## src/design/tcw_pkg.sv

```systemverilog
// ----------------------------------------------------------------------------
// tcw_pkg
// Shared types, constants and helpers for the text console character writer.
// ----------------------------------------------------------------------------
`default_nettype none

package tcw_pkg;

  localparam int COLUMNS    = 80;
  localparam int ROWS       = 25;
  localparam int TAB_STOP   = 8;
  localparam int CELL_COUNT = COLUMNS * ROWS;

  localparam int COL_W  = $clog2(COLUMNS);
  localparam int COLX_W = $clog2(COLUMNS + TAB_STOP + 1);
  localparam int ROW_W  = $clog2(ROWS);
  localparam int ROWX_W = $clog2(ROWS + 1);
  localparam int CELL_W = $clog2(CELL_COUNT);
  localparam int TAB_COUNT = (COLUMNS + TAB_STOP - 1) / TAB_STOP;

  localparam int CMD_W   = 2;
  localparam int CHAR_W  = 8;
  localparam int INDEX_W = 11;
  localparam int LOC_W   = 11;
  localparam int CELLD_W = 16;
  localparam int COLOR_W = 4;
  localparam int ATTR_W  = 8;

  localparam int IN_DATA_W  = 24;
  localparam int OUT_DATA_W = 32;
  localparam int CFG_IDX_W  = 1;

  localparam int QDEPTH = 2;
  localparam int QPTR_W = $clog2(QDEPTH);
  localparam int QCNT_W = $clog2(QDEPTH + 1);

  localparam logic [CHAR_W-1:0]  CH_BS    = 8'h08;
  localparam logic [CHAR_W-1:0]  CH_TAB   = 8'h09;
  localparam logic [CHAR_W-1:0]  CH_LF    = 8'h0A;
  localparam logic [CHAR_W-1:0]  CH_CR    = 8'h0D;
  localparam logic [CHAR_W-1:0]  CH_SPACE = 8'h20;
  localparam logic [CELLD_W-1:0] SCROLL_BLANK = 16'h0F20;

  localparam logic [COLOR_W-1:0] FG_RESET = 4'd2;
  localparam logic [COLOR_W-1:0] BG_RESET = 4'd6;

  typedef enum logic [CMD_W-1:0] {
    CMD_PUT   = 2'd0,
    CMD_CLEAR = 2'd1,
    CMD_READ  = 2'd2,
    CMD_SPARE = 2'd3
  } cmd_t;

  typedef enum logic [CFG_IDX_W-1:0] {
    REG_FG = 1'b0,
    REG_BG = 1'b1
  } reg_idx_t;

  typedef enum logic [2:0] {
    K_NONE,
    K_PRINT,
    K_BS,
    K_TAB,
    K_CR,
    K_LF,
    K_CLEAR,
    K_READ
  } kind_t;

  typedef struct packed {
    kind_t             kind;
    logic [CHAR_W-1:0] ch;
    logic [CELL_W-1:0] cell_idx;
  } q_entry_t;

  // next tab stop after column col
  function automatic logic [COLX_W-1:0] tab_next(input logic [COL_W-1:0] col);
    logic [COLX_W-1:0] r;
    r = COLX_W'(TAB_STOP);
    for (int k = 1; k < TAB_COUNT; k++) begin
      if (int'(col) >= k * TAB_STOP) begin
        r = COLX_W'((k + 1) * TAB_STOP);
      end
    end
    return r;
  endfunction

endpackage

`default_nettype wire

```

## src/design/tcw_front.sv

```systemverilog
// ----------------------------------------------------------------------------
// tcw_front
// Input side: accepts command transactions and classifies them for the queue.
// ----------------------------------------------------------------------------
`default_nettype none

module tcw_front (
  input  wire logic                              in_tvalid,
  output logic                                   in_tready,
  input  wire logic [tcw_pkg::IN_DATA_W-1:0]     in_tdata,  // char_code, cell_index
  input  wire logic [tcw_pkg::CMD_W-1:0]         in_tuser,  // cmd
  input  wire logic                              init_done,
  input  wire logic                              q_ready,
  output logic                                   q_push,
  output tcw_pkg::q_entry_t                      q_entry
);

  logic [tcw_pkg::CHAR_W-1:0]  ch;
  logic [tcw_pkg::INDEX_W-1:0] idx;
  tcw_pkg::cmd_t               cmd;

  assign ch  = in_tdata[tcw_pkg::CHAR_W-1:0];
  assign idx = in_tdata[tcw_pkg::CHAR_W +: tcw_pkg::INDEX_W];
  assign cmd = tcw_pkg::cmd_t'(in_tuser);

  assign in_tready = q_ready && init_done;
  assign q_push    = in_tvalid && in_tready;

  always_comb begin
    q_entry.ch       = ch;
    q_entry.cell_idx = tcw_pkg::CELL_W'(idx);
    q_entry.kind     = tcw_pkg::K_NONE;
    case (cmd)
      tcw_pkg::CMD_PUT: begin
        if (ch == tcw_pkg::CH_BS) begin
          q_entry.kind = tcw_pkg::K_BS;
        end else if (ch == tcw_pkg::CH_TAB) begin
          q_entry.kind = tcw_pkg::K_TAB;
        end else if (ch == tcw_pkg::CH_CR) begin
          q_entry.kind = tcw_pkg::K_CR;
        end else if (ch == tcw_pkg::CH_LF) begin
          q_entry.kind = tcw_pkg::K_LF;
        end else if (!ch[tcw_pkg::CHAR_W-1] && ch >= tcw_pkg::CH_SPACE) begin
          q_entry.kind = tcw_pkg::K_PRINT;
        end
      end
      tcw_pkg::CMD_CLEAR: q_entry.kind = tcw_pkg::K_CLEAR;
      tcw_pkg::CMD_READ: begin
        // out-of-range reads behave as no-ops returning 0
        if (int'(idx) < tcw_pkg::CELL_COUNT) begin
          q_entry.kind = tcw_pkg::K_READ;
        end
      end
      default: q_entry.kind = tcw_pkg::K_NONE;
    endcase
  end

endmodule

`default_nettype wire

```

## config.mk

```make
export PLATFORM = sky130hd
export DESIGN_NAME = tcw_front
export DESIGN_NICKNAME = d
export VERILOG_FILES = /design/src/design/tcw_pkg.sv /design/src/design/tcw_front.sv
export SDC_FILE = /design/constraint.sdc
export NUM_CORES = 1
export LEC_CHECK = 0
export BUFFER_PORTS_ARGS = -buffer_cell sky130_fd_sc_hd__buf_4
export CORE_AREA = 4 4 41 43
export DETAILED_ROUTE_END_ITERATION = 6
export DIE_AREA = 0 0 45 47
export MAX_ROUTING_LAYER = met4
export PLACE_DENSITY = 0.65
export SYNTH_ARGS = -nofsm -noshare
export SYNTH_HDL_FRONTEND = slang
export SYNTH_SLANG_ARGS = --single-unit
export TNS_END_PERCENT = 1
```

## constraint.sdc

```tcl
create_clock -name vclk -period 1.3
set_input_delay 0.195 -clock vclk [all_inputs]
set_output_delay 0.195 -clock vclk [all_outputs]
set_load 0.01 [all_outputs]
```

# After elaboration in Yosys (flattened, before gate mapping)
# Index checks and enable logic that the tools add are counted.
[word_totals]
inputBits = 29
regBits = 0
out_inout_bits = 24
[classes]
n_mux = 7
reduce_logical = 5
eq_ne = 6
order_cmp = 2
[op_table]
columns = ["cell", "count"]
rows = [
  ["$eq 8x4->1 const B", 4],
  ["$mux 3", 5],
  ["$lt 11x11->1 const B", 1],
  ["$pmux 3 s3", 1],
  ["$ge 8x6->1 const B", 1],
  ["$logic_and 1x1->1", 3],
  ["$eq 2x1->1 const B", 1],
  ["$eq 2x2->1 const B", 1],
  ["$logic_not 2->1", 1],
  ["$logic_not 1->1", 1],
  ["$mux 1", 1],
]

# Longest topological paths before layout
[depth]
depth_word = 8
ltp_mapped = 3
depth_no_buf = 3

# Worst setup path before layout
# Ideal clock, no wire load.
[synth_timing]
kind = "input to output"
startpoint = "input port in_tdata[5] (netlist name)"
endpoint = "output port q_entry[21] (netlist name)"
path_slack_ns = -0.063
arrival_ns = 1.168
cell_stages = 3
path_cell_list = "or4b_4 > a211oi_1 > a2bb2oi_1"
[synth_lines]
columns = ["item", "line", "source"]
rows = [
  ["start, declared", "tcw_front.sv:10", "input wire logic [tcw_pkg::IN_DATA_W-1:0] in_tdata,"],
  ["end, declared", "tcw_front.sv:15", "output tcw_pkg::q_entry_t q_entry"],
]

==> flow_summary_export.csv <==
group,metric,value,unit
run_status,status,"finished with violations",
run_status,violations,"setup timing",
layout,layout-drive-gt1-share,79.69,%
grt,grt_use_total,9.017,%
layout,nNetsFinal,95,
layout,final_common_cell,"buf_4",
grt,grt_max_degree,5,
flow_run,cap_violations,0,
detailed_routing,drt-initial-drc-count,2,
setup_path,crit_buf_inv,2,
yosys,syn_inst,37,
timing,setup_viol,3,
timing,grt_setup_unrepaired,"yes",
timing,max-slew-margin-rel,79.13,%
grt,grt_pass1_wl,1.469,mm
placement,post-place-ws,-0.2645,ns
setup_path,crit_type,"input port to output pin",
layout,syn_to_final_growth,94.14,%
layout,seqCellArea,0,um^2
detailed_routing,post_drt_wl_per_cell,11.68,um
setup_path,cp-endpoint,"q_entry[21]",
placement,gp_congestion,0.6703,
timing,hold-worst-slack,0.3900,ns
placement,place_area,518.0,um^2
timing,min_period,1.501,ns
setup_path,critical_path_depth,5,
setup_path,arrival,1.31,ns
detailed_routing,via_per_inst,4.544,
layout,clock_buffers,0,
setup_path,critical_path.top_delay_family,"simple AND/OR/NAND/NOR gates",
yosys,synth_cell_types,17,
detailed_routing,vias,359,
timing,fmaxAchievable,666.3,MHz
die,ios,53,
die,fp.dieH,47,um
setup_path,slowest_stage,"or4b_4",
grt,grt_remaining_overflow,0,
die,coreArea,1301,um^2
timing,slew_violations,0,
timing,period_share,115.5,%
timing,worst_pin_slew,0.3124,ns
power,power.total,178.3,uW
power,vdd_ir_drop_max,0.0001241,V
detailed_routing,dr.pass1.iters,4,
setup_path,cp.required,1.11,ns
layout,n_antenna_cell,0,
yosys,syn_nets,66,
yosys,ys_seq_area_share,0,%
yosys,avgSynthCellArea,7.507,um^2
setup_path,startpoint,"in_tdata[5]",
setup_path,path_cells,"buf_6 > or4b_4 > a211oi_2 > a2bb2oi_2 > buf_4",
power,p_leak,0.0002713,uW
worst_hold_path,min_path_type,"input port to output pin",
setup_path,crit_fanout,2,
detailed_routing,routed_wl,923,um
setup_path,cpPeakStageDelay,0.56,ns
placement,io_buffers,40,
yosys,yosys_warnings,0,
clocking,post_cts_buffers,0,
placement,dpl.hpwl,849.9,um
yosys,syn_area,277.8,um^2
detailed_routing,post-route-drc-count,0,
grt,antenna_found_initial,0,
die,dieWidth,45,um
timing,hold_viol_final,0,
setup_path,worstSetupStartpointType,"input port",
layout,design.seq.count,0,
power,cellPowerDensity,330.6,nW/um^2
setup_path,end_kind,"output pin",
timing,setup_ws,-0.2009,ns
die,start_util,21.35,%
detailed_routing,antenna_left,0,
layout,finalInstanceArea,539.3,um^2
die,die_area,2115,um^2
grt,grt_pass1_vias,373,
die,rows,13,
layout,final_cell_mix,"buf_4 (44), a2bb2oi_2 (2), buf_6 (2)",
where the power goes:
part           total, uW  switching, uW  internal, uW
Clock                  0              0             0
Combinational        178           69.1           109
Sequential             0              0             0
Total                178           69.1           109
metrics by stage:
stage / utilization (%) / std cells / TNS (ns)
floorplan: - / 37 / -0.03120
global placement: 39.81 / 79 / -0.4912
detailed placement: 39.81 / 79 / -0.5291
CTS: 41.44 / 79 / -0.4447
global route: 41.44 / 79 / -0.6110
finish: 41.44 / 79 / -0.4286
per-layer routing:
metal / share of wire (%) / track usage (%) / vias up
met5: 0 / - / -
met4: 0 / 0 / 0
met3: 19 / 1.149 / 0
met2: 43 / 16.67 / 38
met1: 37 / 11.01 / 150
li1: - / - / 171
final cells by class:
| cell class | count | area (um^2) |
|---|---|---|
| Timing Repair Buffer | 46 | 352.8 |
| Multi-Input combinational cell | 17 | 163.9 |
| Inverter | 1 | 3.754 |
| Fill cell | 145 | 762.0 |
| Tap cell | 15 | 18.77 |
Yosys cell counts (all sizes together):
cell | instances | area [um^2]
a211oi | 2 | 15.01
a2bb2oi | 2 | 17.52
and2 | 1 | 6.260
and3 | 1 | 6.260
buf | 19 | 142.6
inv | 1 | 3.750
nand3b | 1 | 7.510
nand4 | 1 | 6.260
nor3b | 1 | 7.510
nor4 | 1 | 6.260
o21ai | 1 | 5.000
o21bai | 1 | 7.510
o32ai | 1 | 8.760
or2 | 1 | 6.260
or3b | 1 | 8.760
or4b | 1 | 13.76
xor2 | 1 | 8.760
kinds of logic after synthesis:
family / count (synthesis) / synth area share, %
AOI/OAI and AO/OA: 7 / 19.37
xor gates and xnor gates: 1 / 3.154
buffers and inverters: 20 / 52.70
and+or+nand+nor: 9 / 24.78
how the worst min path moves through the flow:
stage	cells past startpoint	to	slack [ns]	from
global placement	0	q_entry[3]	0.39	in_tdata[11]
global route	0	q_entry[1]	0.39	in_tdata[9]
finish	0	q_entry[3]	0.39	in_tdata[11]
CTS	0	q_entry[3]	0.39	in_tdata[11]
floorplan	1	q_entry[20]	0.44	in_tuser[1]
detailed placement	0	q_entry[3]	0.39	in_tdata[11]
timing repair:
| item | 4_1_cts | 5_1_grt |
|---|---|---|
| endpoints found under the setup margin | 3 | 3 |
| hold buffers | 0 | 0 |
| resized for setup | 4 | 0 |
(Power assumes the default switching activity.)
