[config.mk]
export PLATFORM = sky130hd
export DESIGN_NAME = tcw_cmd_queue
export DESIGN_NICKNAME = d
export VERILOG_FILES = /design/src/design/tcw_pkg.sv /design/src/design/tcw_cmd_queue.sv
export SDC_FILE = /design/constraint.sdc
export NUM_CORES = 1
export LEC_CHECK = 0
export BUFFER_PORTS_ARGS = -buffer_cell sky130_fd_sc_hd__buf_2
export CAP_MARGIN = 20
export CELL_PAD_IN_SITES_DETAIL_PLACEMENT = 0
export CELL_PAD_IN_SITES_GLOBAL_PLACEMENT = 1
export CORE_ASPECT_RATIO = 1.2
export CORE_MARGIN = 5
export CORE_UTILIZATION = 42
export DETAILED_ROUTE_END_ITERATION = 16
export GPL_ROUTABILITY_DRIVEN = 0
export PLACE_DENSITY_LB_ADDON = 0.1
export SLEW_MARGIN = 20
export SYNTH_ARGS = -nofsm -noshare
export SYNTH_HDL_FRONTEND = slang
export SYNTH_SLANG_ARGS = --single-unit
[constraint.sdc]
create_clock -name clk -period 2.15 [get_ports clk]
set_clock_uncertainty 0.05 [all_clocks]
set_input_delay 0.43 -clock clk [delete_from_list [all_inputs] [get_ports clk]]
set_output_delay 0.43 -clock clk [all_outputs]
set_load 0.005 [all_outputs]
[src/design/tcw_pkg.sv]
// ----------------------------------------------------------------------------
// tcw_pkg
// Shared types, constants and helpers for the text console character writer.
// ----------------------------------------------------------------------------
`default_nettype none

package tcw_pkg;

  localparam int COLUMNS    = 80;
  localparam int ROWS       = 25;
  localparam int TAB_STOP   = 8;
  localparam int CELL_COUNT = COLUMNS * ROWS;

  localparam int COL_W  = $clog2(COLUMNS);
  localparam int COLX_W = $clog2(COLUMNS + TAB_STOP + 1);
  localparam int ROW_W  = $clog2(ROWS);
  localparam int ROWX_W = $clog2(ROWS + 1);
  localparam int CELL_W = $clog2(CELL_COUNT);
  localparam int TAB_COUNT = (COLUMNS + TAB_STOP - 1) / TAB_STOP;

  localparam int CMD_W   = 2;
  localparam int CHAR_W  = 8;
  localparam int INDEX_W = 11;
  localparam int LOC_W   = 11;
  localparam int CELLD_W = 16;
  localparam int COLOR_W = 4;
  localparam int ATTR_W  = 8;

  localparam int IN_DATA_W  = 24;
  localparam int OUT_DATA_W = 32;
  localparam int CFG_IDX_W  = 1;

  localparam int QDEPTH = 2;
  localparam int QPTR_W = $clog2(QDEPTH);
  localparam int QCNT_W = $clog2(QDEPTH + 1);

  localparam logic [CHAR_W-1:0]  CH_BS    = 8'h08;
  localparam logic [CHAR_W-1:0]  CH_TAB   = 8'h09;
  localparam logic [CHAR_W-1:0]  CH_LF    = 8'h0A;
  localparam logic [CHAR_W-1:0]  CH_CR    = 8'h0D;
  localparam logic [CHAR_W-1:0]  CH_SPACE = 8'h20;
  localparam logic [CELLD_W-1:0] SCROLL_BLANK = 16'h0F20;

  localparam logic [COLOR_W-1:0] FG_RESET = 4'd2;
  localparam logic [COLOR_W-1:0] BG_RESET = 4'd6;

  typedef enum logic [CMD_W-1:0] {
    CMD_PUT   = 2'd0,
    CMD_CLEAR = 2'd1,
    CMD_READ  = 2'd2,
    CMD_SPARE = 2'd3
  } cmd_t;

  typedef enum logic [CFG_IDX_W-1:0] {
    REG_FG = 1'b0,
    REG_BG = 1'b1
  } reg_idx_t;

  typedef enum logic [2:0] {
    K_NONE,
    K_PRINT,
    K_BS,
    K_TAB,
    K_CR,
    K_LF,
    K_CLEAR,
    K_READ
  } kind_t;

  typedef struct packed {
    kind_t             kind;
    logic [CHAR_W-1:0] ch;
    logic [CELL_W-1:0] cell_idx;
  } q_entry_t;

  // next tab stop after column col
  function automatic logic [COLX_W-1:0] tab_next(input logic [COL_W-1:0] col);
    logic [COLX_W-1:0] r;
    r = COLX_W'(TAB_STOP);
    for (int k = 1; k < TAB_COUNT; k++) begin
      if (int'(col) >= k * TAB_STOP) begin
        r = COLX_W'((k + 1) * TAB_STOP);
      end
    end
    return r;
  endfunction

endpackage

`default_nettype wire

[src/design/tcw_cmd_queue.sv]
// ----------------------------------------------------------------------------
// tcw_cmd_queue
// Short command queue between the front and back ends.
// ----------------------------------------------------------------------------
`default_nettype none

module tcw_cmd_queue (
  input  wire logic              clk,
  input  wire logic              rst_n,
  input  wire logic              push,
  input  wire tcw_pkg::q_entry_t push_entry,
  output logic                   ready,
  input  wire logic              pop,
  output tcw_pkg::q_entry_t      head,
  output logic                   valid
);

  tcw_pkg::q_entry_t           entries_r [tcw_pkg::QDEPTH];
  logic [tcw_pkg::QPTR_W-1:0]  wr_ptr_r;
  logic [tcw_pkg::QPTR_W-1:0]  rd_ptr_r;
  logic [tcw_pkg::QCNT_W-1:0]  count_r;

  assign ready = (int'(count_r) < tcw_pkg::QDEPTH);
  assign valid = (count_r != '0);
  assign head  = entries_r[rd_ptr_r];

  always_ff @(posedge clk) begin
    if (push) begin
      entries_r[wr_ptr_r] <= push_entry;
    end
  end

  always_ff @(posedge clk) begin
    if (!rst_n) begin
      wr_ptr_r <= '0;
      rd_ptr_r <= '0;
      count_r  <= '0;
    end else begin
      if (push) begin
        wr_ptr_r <= (int'(wr_ptr_r) == tcw_pkg::QDEPTH - 1) ? '0 : wr_ptr_r + 1'b1;
      end
      if (pop) begin
        rd_ptr_r <= (int'(rd_ptr_r) == tcw_pkg::QDEPTH - 1) ? '0 : rd_ptr_r + 1'b1;
      end
      case ({push, pop})
        2'b10:   count_r <= count_r + 1'b1;
        2'b01:   count_r <= count_r - 1'b1;
        default: count_r <= count_r;
      endcase
    end
  end

endmodule

`default_nettype wire

==> Yosys cells after proc, flatten, opt, wreduce, memory -nomap -nowiden <==
Memory sizes are Yosys's and may differ from the RTL's. A register that Yosys moved wholly into a read port is not among the register bits.
Index checks and enable logic that the tools add are counted.
{ "classes": {"addsub": 4, "n_eq_ne": 2, "reduce_logical": 2, "magnitude_cmp": 1, "n_mux": 7} }
{ "op_table": {"columns": ["cell", "n"], "rows": [
  ["$mux W1", 6],
  ["$pmux W2 S2", 1],
  ["$reduce_bool A2 Y1", 2],
  ["$add A1 B1 Y1 const B", 2],
  ["$add A2 B1 Y2 const B", 1],
  ["$eq A2 B1 Y1 const B", 1],
  ["$eq A2 B2 Y1 const B", 1],
  ["$lt A2 B2 Y1 const B", 1],
  ["$sub A2 B1 Y2 const B", 1]
]} }
{ "totals": {"ff_bits": 4, "wordCells": 20, "output_inout_bits": 24, "ramBits": 44, "mem_count": 1, "in_bits": 26} }
{ "mem_list": {"columns": ["name", "words", "word_bits", "rd", "rd_ports_with_merged_regs", "write_ports", "line", "rtl"], "rows": [
  ["entries_r", 2, 22, 1, 1, 1, "tcw_cmd_queue.sv:18", "tcw_pkg::q_entry_t entries_r [tcw_pkg::QDEPTH];"]
]} }

==> Depth between registers and ports, before layout <==
{ "depth": {"depth_word": 4, "depth_mapped": 5, "ltp_nobuf": 5} }

==> Worst setup path after synthesis <==
Ideal clock, no wire load.
{ "synth_timing": {"path_type": "input port to flip-flop", "from": "input push", "to": "memory entries_r[0][0] (netlist bit), enable pin", "arrival_ps": 1447, "setup_ps": 402, "cell_stages": 2, "path_slack_ps": 251, "path_buffers": 0, "cell_sequence": "inv_1 nor2_1"} }
{ "synth_via": {"elab_chain_len": 2} }
{ "synth_lines": {"columns": ["element", "line", "rtl"], "rows": [
  ["start: declaration", "tcw_cmd_queue.sv:10", "input wire logic push,"],
  ["$mux W1", "tcw_cmd_queue.sv:28", "if (push) begin"],
  ["$mux W1 (implied by the code)", "tcw_cmd_queue.sv:29", "entries_r[wr_ptr_r] <= push_entry;"],
  ["end: declaration", "tcw_cmd_queue.sv:18", null]
]} }
No other way between the ends.

==> impl_results.md <==
- Number of max-cap violations: 0
- Hold-fix buffers, CTS: 0
- Outcome: finished, final reports clean
- Slew Viols, Final: 0
- CTS Buf Count: 5
- Final std cells w/o fill: 207
- H-tree depth: 2
- Initial Utilization: 42.7%
- PwrDens: 905 nW/um^2
- Syn Std Cell Area: 1790 um^2
- DR DRC count: 0
- Vias in the first global route: 1037
- Slew @ Worst Pin: 0.278 ns
- CP endpoint kind: primary output
- Drt pass-1 iters: 4
- Crit path launch type: register
- Setup TNS: 0 ns
- Maximum root-to-sink buffer count: 2
- Syn. warnings: 0
- Post-CTS setup buffers: 0
- Syn Nets: 117
- Maximum vdd drop: 551 uV
- Sink Count: 49
- Register area: 1420 um^2
- Crit Path Class: register to primary output
- Vias: 941
- Worst-path clk slew: 0.08 ns
- Overall Power: 0.00206 W
- WP data required: 1.67 ns
- Leak pwr: 0.878 nW
- Grt ovf: 0
- Dpl cell area: 2150 um^2
- Met1 Use GR: 10.6%
- Global routing's busiest layer: met2
- DR iter-0 viols: 27
- TritonCTS clock tree: yes
- RSZ-0062 raised after global routing: no
- Footprint of the multi-input gates: 357 um^2
- GRT met3 Usage: 4.53%
- Clock Tree Root: clkbuf_8
- WL/cell: 14.0 um
- # setup viols final: 0
- Crit path DAT: 1.50 ns
- Antenna viol nets, final: 0
- Buffers on Ports: 49
- Row Count: 26
- Mapped Avg Cell Area: 19.9 um^2
- Initial antenna violation count: 0
- Die area: 5680 um^2
- DR vias/cell: 4.55
- Fillers: 347
- Worst-Skew Late Latency: 0.29 ns
- Detailed-route wire length: 2.90 mm
- Crit Path Max Fanout: 11
- Final period util: 92.3%
- Yosys reg bits: 49
- Post-route cell area: 2280 um^2
- Min Tclk post-route: 1.98 ns
- Sequential share of the synthesized area: 79.3%
- Max Freq: 0.504 GHz
- Mapped Cells: 90
- Layout Area Growth over Synthesis: 27.1%
- Die Y: 81.6 um
- Hold Path Class: input port to register
- Placed Cells: 199
- Final Hold Slack: 0.272 ns
- Largest net degree at the start of global routing: 16
- First-pass GRT wire length: 4.67 mm
- Number of distinct library cells after synthesis: 16
- # IOs: 50
- Post-CTS sizing: 0
- Die Wd: 69.6 um
- N_diodes: 0
- GRT Overall Usage: 10.8%
- CORE AREA: 4200 um^2
- Slew HR: 81.5%
- Hold Vio Cnt, Final: 0
- # nets final: 177
- Met2 GRT Util: 21.2%
- Layout cells sized above 1: 57.6%
placed cells by master, fill, tap and decap left out:
cell       synthesis  final
clkbuf_8           0      5
nor2b_1            1      1
or2_2              1      1
edfxtp_1          44     44
xnor2_1            2      2
mux2_2            22     22
a21boi_1           1      1
dfxtp_1            5      5
clkinv_2           0      1
ha_1               1      1
bufinv_16          0      2
o21ai_0            1      1
o21a_1             1      1
inv_1              2      2
nor2_2             0      1
and2_1             4      4
buf_2              2     49
or3_1              1      1
xor2_1             1      1
buf_4              0      6
registers in the layout, summed over array words and instances (netlist names), named ones only:
register   cells
entries_r     44
rd_ptr_r       1
count_r        2
wr_ptr_r       1
kinds of logic after synthesis:
family          Yosys count  synth area share, %
compound gates            3                 1.12
mux                      22                 13.8
flops                    49                 79.3
fa+ha+maj                 1                0.698
xor+xnor                  3                 1.47
buf+inv                   4                0.977
simple gates              8                 2.65
power breakdown:
| part | switching, W | internal, W |
|---|---|---|
| registers | 0.0000193 | 0.00109 |
| logic | 0.0000903 | 0.000118 |
| clock network | 0.000278 | 0.000462 |
stage by stage:
| stage | worst slack [ns] | util (%) |
|---|---|---|
| finish | 0.165 | 54.3 |
| global route | 0.0690 | 54.3 |
| CTS | 0.118 | 54.3 |
| detailed placement | 0.456 | 51.1 |
| global placement | 0.470 | 51.1 |
| floorplan | 0.251 | - |
path summary, 6_finish.rpt:
check                       from               end  slack (ns)  cells after the start
setup reg to reg      count_r[0]        count_r[1]        1.08                      3
hold / removal    push_entry[14]  entries_r[1][14]        0.27                      1
hold reg to reg       count_r[1]        count_r[1]        0.45                      2
setup / recovery        register          head[20]        0.17                      3
per-layer routing:
layer | vias up | wire length [um]
met3 | 2 | 192
li1 | 461 | -
met4 | 0 | 5
met2 | 30 | 1610
met5 | - | 0
met1 | 448 | 1100
cell usage after synthesis:
library cell / count / share of area [%]
edfxtp_1: 44 / 74
mux2_2: 22 / 14
dfxtp_1: 5 / 5.6
and2_1: 4 / 1.4
buf_2: 2 / 0.56
inv_1: 2 / 0.42
xnor2_1: 2 / 0.98
a21boi_1: 1 / 0.42
ha_1: 1 / 0.70
nor2_1: 1 / 0.21
nor2b_1: 1 / 0.35
o21a_1: 1 / 0.42
o21ai_0: 1 / 0.28
or2_2: 1 / 0.35
or3_1: 1 / 0.35
xor2_1: 1 / 0.49
cell type report:
type,count,share of cell area (%)
clock buffers,5,3.02
flip-flops and latches,49,62.3
well taps,56,3.07
clock inverters,3,2.85
multi-input cells,37,15.6
inverters,2,0.329
repair buffers,55,12.7
worst max-delay path: stages, from the launching register on:
cell and delay, ns:
dfxtp_1 0.48, buf_4 0.26, mux2_2 0.35, buf_2 0.13
Note: power is estimated with default switching activity, not from simulation.
